==> config.mk <==
export PLATFORM = sky130hd
export DESIGN_NAME = line_sensor_weight_slope_core
export DESIGN_NICKNAME = d
export VERILOG_FILES = /design/src/design/lsws_pkg.sv /design/src/design/lsws_lane.sv /design/src/design/lsws_slope.sv /design/src/design/line_sensor_weight_slope_core.sv
export SDC_FILE = /design/constraint.sdc
export NUM_CORES = 2
export LEC_CHECK = 0
export BUFFER_PORTS_ARGS = -buffer_cell sky130_fd_sc_hd__buf_2
export CAP_MARGIN = 30
export CORE_MARGIN = 4
export CORE_UTILIZATION = 55
export DETAILED_ROUTE_END_ITERATION = 16
export HOLD_SLACK_MARGIN = 0.08
export PLACE_DENSITY = 0.79
export SETUP_SLACK_MARGIN = 0.02
export SYNTH_ARGS = -nofsm -noshare
export SYNTH_HDL_FRONTEND = slang
export SYNTH_SLANG_ARGS = --single-unit
==> constraint.sdc <==
create_clock -name clk -period 11.9 [get_ports clk]
set_input_delay 0.595 -clock clk [delete_from_list [all_inputs] [get_ports clk]]
set_output_delay 0.595 -clock clk [all_outputs]
set_load 0.1 [all_outputs]
==> src/design/lsws_pkg.sv <==
// Types and constants of the line sensor weight slope core.
package lsws_pkg;

    localparam int THRESH_W  = 10;
    localparam int WEIGHT_W  = 16;
    localparam int GAIN_W    = 16;
    localparam int DEAD_W    = 31;
    localparam int SLOPE_W   = 32;
    localparam int CFG_IDX_W = 3;
    localparam int CFG_DATA_W = 32;
    localparam int CHANNELS  = 3;

    localparam int DIFF_W  = WEIGHT_W + 1;
    localparam int PROD_W  = GAIN_W + DIFF_W;
    localparam int ACC_W   = PROD_W + 1;
    localparam int MAG_W   = 32;
    localparam int RECIP_W = 32;
    localparam int RECIP_SHIFT = 33;
    localparam logic [RECIP_W-1:0] RECIP_3 = 32'hAAAA_AAAB;

    localparam logic [THRESH_W-1:0]        RST_THRESHOLD = 10'd512;
    localparam logic signed [WEIGHT_W-1:0] RST_RISE      = 16'sd256;
    localparam logic signed [WEIGHT_W-1:0] RST_FALL      = -16'sd256;
    localparam logic signed [WEIGHT_W-1:0] RST_FLOOR     = -16'sd1024;
    localparam logic signed [WEIGHT_W-1:0] RST_CEIL      = 16'sd1024;
    localparam logic signed [GAIN_W-1:0]   RST_CGAIN     = 16'sd256;
    localparam logic signed [GAIN_W-1:0]   RST_LGAIN     = 16'sd256;
    localparam logic [DEAD_W-1:0]          RST_DEAD      = '0;

    localparam int CH_LEFT   = 0;
    localparam int CH_MIDDLE = 1;
    localparam int CH_RIGHT  = 2;

    typedef enum logic [CFG_IDX_W-1:0] {
        REG_THRESHOLD = 3'd0,
        REG_RISE      = 3'd1,
        REG_FALL      = 3'd2,
        REG_FLOOR     = 3'd3,
        REG_CEIL      = 3'd4,
        REG_CGAIN     = 3'd5,
        REG_LGAIN     = 3'd6,
        REG_DEAD      = 3'd7
    } reg_idx_t;

    typedef logic signed [WEIGHT_W-1:0] weight_t;

    typedef struct packed {
        weight_t rise;
        weight_t fall;
        weight_t floor_w;
        weight_t ceil_w;
    } step_cfg_t;

    typedef struct packed {
        logic signed [GAIN_W-1:0] cgain;
        logic signed [GAIN_W-1:0] lgain;
        logic [DEAD_W-1:0]        dead;
    } slope_cfg_t;

    typedef struct packed {
        logic [CHANNELS-1:0] hits;
        weight_t             left_w;
        weight_t             middle_w;
        weight_t             right_w;
    } chan_t;

endpackage

==> src/design/lsws_lane.sv <==
// One sensor lane: threshold detect, held hit bit and clamped Q8.8 weight.
module lsws_lane
    import lsws_pkg::*;
#(
    parameter int SAMPLE_BITS = 10
)
(
    input  logic                   clk,
    input  logic                   rst_n,
    input  logic [SAMPLE_BITS-1:0] sample,
    input  logic [THRESH_W-1:0]    threshold,
    input  step_cfg_t              step_cfg,
    input  logic                   load,
    input  logic                   any_hit,
    output logic                   raw_hit,
    output logic                   hit,
    output weight_t                weight
);

    localparam int CMP_W = (SAMPLE_BITS > THRESH_W) ? SAMPLE_BITS : THRESH_W;

    logic                      hit_reg;
    logic                      hit_next;
    weight_t                   weight_reg;
    weight_t                   weight_next;
    logic signed [WEIGHT_W:0]  sum;

    assign raw_hit  = CMP_W'(sample) > CMP_W'(threshold);
    assign hit_next = any_hit ? raw_hit : hit_reg;
    assign sum      = (WEIGHT_W + 1)'(weight_reg)
                    + (WEIGHT_W + 1)'(hit_next ? step_cfg.rise : step_cfg.fall);

    always_comb
    begin
        priority if (sum < (WEIGHT_W + 1)'(step_cfg.floor_w))
        begin
            weight_next = step_cfg.floor_w;
        end
        else if (sum > (WEIGHT_W + 1)'(step_cfg.ceil_w))
        begin
            weight_next = step_cfg.ceil_w;
        end
        else
        begin
            weight_next = sum[WEIGHT_W-1:0];
        end
    end

    always_ff @(posedge clk or negedge rst_n)
    begin
        if (!rst_n)
        begin
            hit_reg    <= 1'b0;
            weight_reg <= RST_CEIL;
        end
        else if (load)
        begin
            hit_reg    <= hit_next;
            weight_reg <= weight_next;
        end
    end

    assign hit    = hit_reg;
    assign weight = weight_reg;

endmodule

==> src/design/lsws_slope.sv <==
// Merge stage: pipelined slope from the three lane weights, divide by three, dead zone.
module lsws_slope
    import lsws_pkg::*;
(
    input  logic                      clk,
    input  logic                      rst_n,
    input  slope_cfg_t                slope_cfg,
    input  logic                      src_valid,
    input  chan_t                     src_chan,
    output logic                      src_ready,
    output logic                      dst_valid,
    input  logic                      dst_stall,
    output chan_t                     dst_chan,
    output logic signed [SLOPE_W-1:0] dst_slope
);

    logic v2_reg, v3_reg, v4_reg, v5_reg;
    logic rdy2, rdy3, rdy4, rdy5;

    chan_t c2_reg, c3_reg, c4_reg, c5_reg;

    logic                      flip2_reg;
    logic signed [PROD_W-1:0]  p1_reg, p2_reg;
    logic                      branch_next;
    logic signed [DIFF_W-1:0]  d1_next, d2_next;
    logic signed [PROD_W-1:0]  p1_next, p2_next;

    logic                      neg3_reg;
    logic [MAG_W-1:0]          mag3_reg;
    logic signed [ACC_W-1:0]   acc_next;
    logic signed [ACC_W-1:0]   abs_next;

    logic                      neg4_reg;
    logic [MAG_W+RECIP_W-1:0]  prod4_reg;

    logic signed [SLOPE_W-1:0] slope5_reg;
    logic [DEAD_W-1:0]         quo;
    logic signed [SLOPE_W-1:0] slope_next;

    assign rdy5 = !v5_reg || !dst_stall;
    assign rdy4 = !v4_reg || rdy5;
    assign rdy3 = !v3_reg || rdy4;
    assign rdy2 = !v2_reg || rdy3;
    assign src_ready = rdy2;

    // Products of gain and weight difference.
    always_comb
    begin
        branch_next = src_chan.left_w > src_chan.right_w;
        if (branch_next)
        begin
            d1_next = DIFF_W'(src_chan.middle_w) - DIFF_W'(src_chan.left_w);
            d2_next = DIFF_W'(src_chan.right_w) - DIFF_W'(src_chan.middle_w);
        end
        else
        begin
            d1_next = DIFF_W'(src_chan.middle_w) - DIFF_W'(src_chan.right_w);
            d2_next = DIFF_W'(src_chan.left_w) - DIFF_W'(src_chan.middle_w);
        end
        p1_next = PROD_W'(slope_cfg.cgain) * PROD_W'(d1_next);
        p2_next = PROD_W'(slope_cfg.lgain) * PROD_W'(d2_next);
    end

    // Sum, sign and magnitude.
    always_comb
    begin
        acc_next = ACC_W'(p1_reg) + ACC_W'(p2_reg);
        abs_next = acc_next[ACC_W-1] ? -acc_next : acc_next;
    end

    // Quotient by three, sign restore, dead zone.
    always_comb
    begin
        quo = prod4_reg[RECIP_SHIFT +: DEAD_W];
        if (quo < slope_cfg.dead)
        begin
            slope_next = '0;
        end
        else if (neg4_reg)
        begin
            slope_next = -$signed({1'b0, quo});
        end
        else
        begin
            slope_next = $signed({1'b0, quo});
        end
    end

    always_ff @(posedge clk or negedge rst_n)
    begin
        if (!rst_n)
        begin
            v2_reg <= 1'b0;
            v3_reg <= 1'b0;
            v4_reg <= 1'b0;
            v5_reg <= 1'b0;
        end
        else
        begin
            if (rdy2)
            begin
                v2_reg <= src_valid;
            end
            if (rdy3)
            begin
                v3_reg <= v2_reg;
            end
            if (rdy4)
            begin
                v4_reg <= v3_reg;
            end
            if (rdy5)
            begin
                v5_reg <= v4_reg;
            end
        end
    end

    always_ff @(posedge clk)
    begin
        if (rdy2)
        begin
            c2_reg    <= src_chan;
            flip2_reg <= branch_next;
            p1_reg    <= p1_next;
            p2_reg    <= p2_next;
        end
        if (rdy3)
        begin
            c3_reg   <= c2_reg;
            neg3_reg <= acc_next[ACC_W-1] ^ flip2_reg;
            mag3_reg <= abs_next[MAG_W-1:0];
        end
        if (rdy4)
        begin
            c4_reg    <= c3_reg;
            neg4_reg  <= neg3_reg;
            prod4_reg <= (MAG_W + RECIP_W)'(mag3_reg) * (MAG_W + RECIP_W)'(RECIP_3);
        end
        if (rdy5)
        begin
            c5_reg     <= c4_reg;
            slope5_reg <= slope_next;
        end
    end

    assign dst_valid = v5_reg;
    assign dst_chan  = c5_reg;
    assign dst_slope = slope5_reg;

endmodule

==> src/design/line_sensor_weight_slope_core.sv <==
// Top level of the three-channel line sensor weight and steering slope core.
// Accepts one sample triple per cycle while in_stall is low and returns one result per
// transaction, in order, after the lane registers and the merge pipeline. The three lanes
// update their held hit bit and Q8.8 weight in the accept cycle, a feedback loop per
// lane; the merge pipeline then forms the gain products, their sum and magnitude, the
// reciprocal multiply for the division by three, and the dead zone. Configuration
// writes are always taken; change registers only while no transaction is in flight.
module line_sensor_weight_slope_core
    import lsws_pkg::*;
#(
    parameter int SAMPLE_BITS = 10
)
(
    input  logic                      clk,
    input  logic                      rst_n,
    input  logic                      cfg_valid,
    output logic                      cfg_ready,
    input  logic [CFG_IDX_W-1:0]      cfg_index,
    input  logic [CFG_DATA_W-1:0]     cfg_data,
    input  logic                      in_valid,
    output logic                      in_stall,
    input  logic [SAMPLE_BITS-1:0]    left_sample,
    input  logic [SAMPLE_BITS-1:0]    middle_sample,
    input  logic [SAMPLE_BITS-1:0]    right_sample,
    output logic                      out_valid,
    input  logic                      out_stall,
    output logic                      left_hit,
    output logic                      middle_hit,
    output logic                      right_hit,
    output logic signed [WEIGHT_W-1:0] left_weight,
    output logic signed [WEIGHT_W-1:0] middle_weight,
    output logic signed [WEIGHT_W-1:0] right_weight,
    output logic signed [SLOPE_W-1:0] steer_slope
);

    logic [THRESH_W-1:0] threshold_reg;
    step_cfg_t           step_cfg_reg;
    slope_cfg_t          slope_cfg_reg;

    logic                      v1_reg;
    logic                      v1_next;
    logic                      accept;
    logic                      rdy1;
    logic                      mrg_ready;
    logic [CHANNELS-1:0]       raw_hit;
    logic [CHANNELS-1:0]       hit;
    weight_t                   weight [CHANNELS];
    logic [SAMPLE_BITS-1:0]    sample [CHANNELS];
    chan_t                     lane_chan;
    chan_t                     out_chan;

    assign cfg_ready = 1'b1;

    always_ff @(posedge clk or negedge rst_n)
    begin
        if (!rst_n)
        begin
            threshold_reg         <= RST_THRESHOLD;
            step_cfg_reg.rise     <= RST_RISE;
            step_cfg_reg.fall     <= RST_FALL;
            step_cfg_reg.floor_w  <= RST_FLOOR;
            step_cfg_reg.ceil_w   <= RST_CEIL;
            slope_cfg_reg.cgain   <= RST_CGAIN;
            slope_cfg_reg.lgain   <= RST_LGAIN;
            slope_cfg_reg.dead    <= RST_DEAD;
        end
        else if (cfg_valid && cfg_ready)
        begin
            unique case (reg_idx_t'(cfg_index))
                REG_THRESHOLD: threshold_reg        <= cfg_data[THRESH_W-1:0];
                REG_RISE:      step_cfg_reg.rise    <= cfg_data[WEIGHT_W-1:0];
                REG_FALL:      step_cfg_reg.fall    <= cfg_data[WEIGHT_W-1:0];
                REG_FLOOR:     step_cfg_reg.floor_w <= cfg_data[WEIGHT_W-1:0];
                REG_CEIL:      step_cfg_reg.ceil_w  <= cfg_data[WEIGHT_W-1:0];
                REG_CGAIN:     slope_cfg_reg.cgain  <= cfg_data[GAIN_W-1:0];
                REG_LGAIN:     slope_cfg_reg.lgain  <= cfg_data[GAIN_W-1:0];
                REG_DEAD:      slope_cfg_reg.dead   <= cfg_data[DEAD_W-1:0];
            endcase
        end
    end

    // Lane stage holds the newest transaction until the merge pipeline takes it.
    assign rdy1     = !v1_reg || mrg_ready;
    assign in_stall = !rdy1;
    assign accept   = in_valid && rdy1;
    assign v1_next  = accept ? 1'b1 : (mrg_ready ? 1'b0 : v1_reg);

    always_ff @(posedge clk or negedge rst_n)
    begin
        if (!rst_n)
        begin
            v1_reg <= 1'b0;
        end
        else
        begin
            v1_reg <= v1_next;
        end
    end

    assign sample[CH_LEFT]   = left_sample;
    assign sample[CH_MIDDLE] = middle_sample;
    assign sample[CH_RIGHT]  = right_sample;

    for (genvar g = 0; g < CHANNELS; g++)
    begin : g_lane
        lsws_lane #(
            .SAMPLE_BITS (SAMPLE_BITS)
        ) u_lane (
            .clk       (clk),
            .rst_n     (rst_n),
            .sample    (sample[g]),
            .threshold (threshold_reg),
            .step_cfg  (step_cfg_reg),
            .load      (accept),
            .any_hit   (|raw_hit),
            .raw_hit   (raw_hit[g]),
            .hit       (hit[g]),
            .weight    (weight[g])
        );
    end

    assign lane_chan.hits     = hit;
    assign lane_chan.left_w   = weight[CH_LEFT];
    assign lane_chan.middle_w = weight[CH_MIDDLE];
    assign lane_chan.right_w  = weight[CH_RIGHT];

    lsws_slope u_slope (
        .clk       (clk),
        .rst_n     (rst_n),
        .slope_cfg (slope_cfg_reg),
        .src_valid (v1_reg),
        .src_chan  (lane_chan),
        .src_ready (mrg_ready),
        .dst_valid (out_valid),
        .dst_stall (out_stall),
        .dst_chan  (out_chan),
        .dst_slope (steer_slope)
    );

    assign left_hit      = out_chan.hits[CH_LEFT];
    assign middle_hit    = out_chan.hits[CH_MIDDLE];
    assign right_hit     = out_chan.hits[CH_RIGHT];
    assign left_weight   = out_chan.left_w;
    assign middle_weight = out_chan.middle_w;
    assign right_weight  = out_chan.right_w;

endmodule

# Yosys cells after proc, flatten, opt, wreduce, memory -nomap -nowiden

Cells that the tools add are included.

Input bits: 70
Register bits after elaboration: 594

$mul: 3
Add/subtract/negate cells: 10
Bitwise gates (word level): 2
Eq/ne operators: 7
Reductions and logical operators: 25
Mux-type cells: 18
Order comparisons: 11

Operators by type and width:

| operator                                                              | number |
|---|---|
| 16-bit 2-to-1 mux                                                     | 6 |
| 17-bit 2-to-1 mux                                                     | 5 |
| 16-bit by 16-bit subtractor with 17-bit output                        | 4 |
| 16-bit by 17-bit multiplier with 33-bit output                        | 2 |
| 32-bit by 32-bit multiplier with 64-bit output, second input constant | 1 |
| 16-bit by 17-bit adder with 17-bit output                             | 3 |
| 17-bit by 16-bit greater-than comparator with 1-bit output            | 3 |
| 17-bit by 16-bit less-than comparator with 1-bit output               | 3 |
| 33-bit by 33-bit adder with 34-bit output                             | 1 |
| 32-bit 2-to-1 mux                                                     | 1 |
| 31-bit negation with 32-bit output                                    | 1 |
| 32-bit negation                                                       | 1 |
| 31-bit less-than comparator                                           | 1 |
| 31-bit 2-to-1 mux                                                     | 1 |
| 10-bit greater-than comparator                                        | 3 |
| 16-bit greater-than comparator                                        | 1 |
| 2-bit AND reduction                                                   | 8 |
| 3-bit == test, second input constant                                  | 4 |
| 1-bit zero test                                                       | 7 |
| 3-bit by 2-bit == test with 1-bit output, second input constant       | 2 |
| 1-bit logical OR                                                      | 5 |
| 1-bit 2-to-1 mux                                                      | 5 |
| 3-bit by 1-bit == test with 1-bit output, second input constant       | 1 |
| 3-bit zero test                                                       | 1 |
| other kinds (6)                                                       | 6 |

# Longest topological paths before layout

Depth after elaboration: 8
Depth in mapped cells: 51

# Modules after synthesis

A second synthesis with hierarchy kept.

Cell total of the unflattened synthesis: 6553
Area, all modules: 68339.3 µm²

By module, submodules not included:

| module                            | area an instance (µm²) | sequential area each (µm²) | instances | cells each |
|---|---|---|---|---|
| lsws_slope                        | 53289.9                | 11150.7                    | 1         | 5086 |
| lsws_lane at g_lane[0].u_lane ... | 3260.6                 | 426.7                      | 2         | 395 |
| line_sensor_weight_slope_core     | 5439.0                 | 3477.1                     | 1         | 307 |
| lsws_lane at g_lane[1].u_lane     | 3089.2                 | 426.7                      | 1         | 370 |

# Least setup slack after synthesis

Ideal clock, no wire load.

Path type: register -> register
Start point: reg g_lane[2].u_lane.weight_reg[1]
End point: reg u_slope.p2_reg[32], data pin
Stages on the path, launching flop included: 50
Library setup time: 0.260 ns
Data required time: 11.640 ns
Setup slack: 0.106 ns
Arrival time: 11.534 ns
Period minus slack after synthesis: 11.794 ns
Cells stage by stage: dfrtp_1 inv_1 ha_1 nor2b_1 o21a_1 o21ai_0 nand2b_1 a21oi_1 o21ai_0 a221o_1 a2111oi_0 a21oi_1 nand2_1 buf_1 mux2i_1 ha_1 inv_1 fa_1 [14 not listed] fa_1 fa_1 inv_1 fa_1 inv_1 fa_1 inv_1 ha_1 a21o_1 a21o_1 a21oi_1 o21ai_0 o41ai_1 o21ai_0 or4_1 a31oi_1 o21ai_0 xnor2_1

Cells in the longest elaborated chain, start to end: 3
Elaborated cells on any way between the ends: 4

RTL lines:

| element                                                                                          | line                               | source |
|---|---|---|
| start, declared                                                                                  | lsws_lane.sv:24                    | `weight_t weight_reg;` |
| start signal, assigned                                                                           | lsws_lane.sv:59                    | `weight_reg <= weight_next;` |
| 16-bit by 16-bit subtractor with 17-bit output or 16-bit greater-than comparator (tied branches) | lsws_slope.sv:53, lsws_slope.sv:49 |  |
| 17-bit 2-to-1 mux (*)                                                                            | lsws_slope.sv:50                   | `if (branch_next)` |
| 16-bit by 17-bit multiplier with 33-bit output (*)                                               | lsws_slope.sv:61                   | `p2_next = PROD_W'(slope_cfg.lgain) * PROD_W'(d2_next);` |
| net u_slope.p2_next[32]                                                                          | lsws_slope.sv:26                   | `logic signed [PROD_W-1:0] p1_next, p2_next;` |
| end signal, assigned                                                                             | lsws_slope.sv:126                  | `p2_reg <= p2_next;` |
| end, declared                                                                                    | lsws_slope.sv:23                   | `logic signed [PROD_W-1:0] p1_reg, p2_reg;` |

Mark *: on every way through the listed nets, which the timed path passes. The rest lies on a longest branch.
A chain may end at the register's enable or synchronous reset.

# Final worst setup path

Start point: reg g_lane[2].u_lane.weight_reg[1]
End point: reg u_slope.p1_reg[32], data pin

Cells in the longest elaborated chain, start to end: 3
Elaborated cells on any way between the ends: 4

RTL lines:

| element                                                                                          | line                               | source |
|---|---|---|
| 16-bit by 16-bit subtractor with 17-bit output or 16-bit greater-than comparator (tied branches) | lsws_slope.sv:57, lsws_slope.sv:49 |  |
| 17-bit 2-to-1 mux (*)                                                                            | lsws_slope.sv:50                   |  |
| 16-bit by 17-bit multiplier with 33-bit output (*)                                               | lsws_slope.sv:60                   | `p1_next = PROD_W'(slope_cfg.cgain) * PROD_W'(d1_next);` |
| net u_slope.p1_next[32]                                                                          | lsws_slope.sv:26                   |  |
| end signal, assigned                                                                             | lsws_slope.sv:125                  | `p1_reg <= p1_next;` |
| end, declared                                                                                    | lsws_slope.sv:23                   |  |

Marks and branches as above.

==> results list <==
- The flow ran to the end, and the final reports show no timing, DRC or antenna violations.
* HP Start: cfg_data[25]
- Setup slack on the worst reg-to-reg path comes out at about 430 ps.
- The area growth from synthesis to layout is 8.09%.
* Clock latency on the worst-skew pair: 710 ps
- Worst min path class: primary input to flip-flop
* Worst Reg-to-Reg Cells: 48
* Max-slew violation count: 0
- Starting density of the core: 0.554
- Counting flops with an async set or reset pin after synthesis yields a share of 0.344.
- Counting along the longest clock path gives a buffer depth of 3.
- Worst max-slew margin expressed relative to the limit: 0.279
* Detailed-route wire length on metal 1: 79800 µm
* Maximum number of pins on one net before global-route repair: 90
- Type of element capturing the critical path: flip-flop
* Number of global-route vias before repair: ~51000
* Post-CTS clock slew at the launch and capture registers of the worst setup and hold paths: roughly 70 ps
- The number of antenna violations at the first check in global routing was 7.
- Number of buffers created by CTS: 59
- Routed wl met3: 19000 µm
- Summing all placed instances gives a cell area of 71600 µm².
- RSZ-0062 raised after global routing: yes
* Fraction of layout cells with a size suffix above 1: 0.102
- After detailed routing, the average wire length per cell comes to 22.6 µm.
- CTS built an H-tree with a depth of 2.
- In this run the critical register-to-register path is launched from g_lane[2].u_lane.weight[1].
* Number of flip-flops in the largest register: 64
* Count of port buffers added during placement: 153
- Total nets after synthesis: around 8500
* Routed Antenna Nets: 0
- The sequential cells in the finished layout cover a total of around 16000 µm².
* Final core utilization: 0.599
* Remaining design rule violation count: 0
* CP max-delay cell: fa_1
- Post-Syn Area per Cell: roughly 10 µm²
- The largest single stage delay on the critical path is 520 ps.
- Post-layout min period: 11470 ps
* Global-route usage over all layers: 0.296
* Area of the core region: 124000 µm²
- Width of the die: 361 µm
- At the end of routability-driven placement, the weighted congestion stood at between 0.9 and 1.
* Total length of routed met2 wires: 86600 µm
- Number of enable-type register cells in the synthesized netlist: around 370
* Total length of routed wires: 192000 µm
- Die Outline Area: 130000 µm²
* Final Hold Viols: 0
* Sequential-to-total area share from yosys stat: 0.232
* Hold path cells: 2
* Die Span Y: 361 µm
* First-pass iteration count of the detailed router: 6
* Sum Neg Setup Slack: 0 ps
- Using the TritonRoute via totals, the vias-per-cell ratio works out to 5.84.
- Unique masters post-synth: around 90
- I/O pin total: 156
- Number of filler cells placed in the layout: 10135
- The multi-input combinational cells in the finished layout cover a total of 46800 µm².
- Clock tree from TritonCTS: built
- Across all layers, the routed design uses 49544 vias.
- Layout Skew: around 93 ps
* CP Data Arrival Time: 11820 ps
* Critical Setup Path Class: flip-flop to flip-flop
* Flip-flop and latch count after synthesis: approximately 560
- Max-cap violations in this run came to 0.
- The cell area that synthesis handed to floorplanning was 68500 µm².
* Critical R2R Capture: u_slope.p1_reg[32]
- Static timing analysis puts the maximum clock frequency at between 80 and 90 MHz.
* WHS Endpoint: slope_cfg_reg[25]
* Commonest register cell after synthesis: edfxtp_1
* Final period util: 0.964
- CTS saw 561 sinks.
- Aggregate global routing overflow: 0
* Final instance area: 74000 µm²
* Critical path startpoint category: flip-flop
- In this run the clock root is driven by a clkbuf_16.
- Final HPWL DP: roughly 150000 µm
- Initial DRC Count: 4676
* Most used cell, CP: fa_1
- Nets: 8601
* Worst slew pin tran: 1080 ps
- After floorplanning, the core was divided into roughly 130 placement rows.
- During synthesis, Yosys emitted a total of 0 warnings.
* Syn Inst Count: 6648
* Critical path peak fanout: 13
- In this run the top signal layer used is met5.
- Setup violations remaining at the end of the flow were counted as 0.
- The first global-routing pass estimated a little under 300000 µm of wire.
* Required time at the endpoint of the critical path: 12250 ps
==> critical path: cells and delay by family (launching register included) <==
family | cells | cell delay, ps
XOR/XNOR | 1 | 100
adder cells (fa/ha/maj) | 9 | 3890
AND/OR/NAND/NOR | 7 | 820
buffers and inverters | 7 | 830
flip-flops | 1 | 390
multiplexers | 1 | 320
AO/OA/AOI/OAI | 23 | 4730
==> per-layer routing <==
metal	up-vias	track usage
met1	24984	0.417
met4	2	0.0889
li1	21990	-
met3	381	0.0678
met5	-	0
met2	2187	0.462
==> how the worst max path moves through the flow <==
stage / endpoint / slack (ps) / from / cells past startpoint
floorplan: u_slope.p2_reg[32] / 110 / g_lane[2].u_lane.weight[1] / 49
global placement: u_slope.p2_reg[32] / 60 / g_lane[0].u_lane.weight[1] / 49
detailed placement: u_slope.p1_reg[32] / -110 / g_lane[2].u_lane.weight[1] / 49
CTS: u_slope.p2_reg[32] / 50 / g_lane[2].u_lane.weight[1] / 49
global route: u_slope.p1_reg[32] / -50 / g_lane[2].u_lane.weight[1] / 49
finish: u_slope.p1_reg[32] / 430 / g_lane[2].u_lane.weight[1] / 48
==> through the flow <==
step | setup WS (ps) | hold WS, ps | cells
global route | -51.7 | 134 | 8477
global placement | 56.5 | 401 | 8342
finish | 433 | 147 | 8479
detailed placement | -107 | 405 | 8350
floorplan | 106 | 299 | 6648
CTS | 45.6 | 108 | 8466
==> cells in the mapped netlist, drive strengths merged (137+ instances only) <==
| master | instances | share of area |
|---|---|---|
| a21oi | 199 | 0.015 |
| and2 | 219 | 0.020 |
| clkbuf | 188 | 0.010 |
| dfrtp | 171 | 0.062 |
| edfxtp | 368 | 0.16 |
| fa | 947 | 0.28 |
| ha | 794 | 0.15 |
| inv | 1391 | 0.076 |
| mux2 | 207 | 0.034 |
| nand2 | 436 | 0.024 |
| nand3 | 137 | 0.010 |
| nor2 | 192 | 0.011 |
| o21ai | 196 | 0.014 |
| xnor2 | 165 | 0.021 |
==> final cells by class <==
cell class,instances,share of cell area
multi-input combinational,4488,0.633
sequential,561,0.215
tap,1637,0.0277
timing repair buffer,287,0.0263
clock inverter,36,0.00635
clock buffer,75,0.0214
antenna,2,0.0000676
inverter,1393,0.0707
==> cells by family after synthesis <==
| family | after synthesis | synth area share |
|---|---|---|
| xor gates and xnor gates | 244 | 0.0312 |
| buffers and inverters | 1599 | 0.0884 |
| muxes | 264 | 0.0424 |
| other | 1 | 0.0000548 |
| AOI/OAI and AO/OA | 878 | 0.0858 |
| adders and majority gates | 1741 | 0.422 |
| DFF | 561 | 0.232 |
| and+or+nand+nor | 1360 | 0.0980 |
==> placed cells by master, fill, tap and decap left out, types with 152 or more instances in the layout <==
cell type / count
mux2_2: 207
a21oi_1: 188
inv_1: 1390
fa_1: 946
and2_1: 218
ha_1: 792
dfrtp_1: 171
edfxtp_1: 368
o21ai_0: 182
buf_2: 152
nand2_1: 432
nor2_1: 190
xnor2_1: 161
==> repair_timing <==
item,in CTS,in global routing
resized for setup,6,53
endpoints found under the setup margin,6,26
pin swaps,1,12
hold endpoints to repair,55,0
setup buffers,4,7
hold buffers,1,0
Power is not shown: default switching activity piles up to over one toggle a cycle in this logic, so the estimate is an artifact.
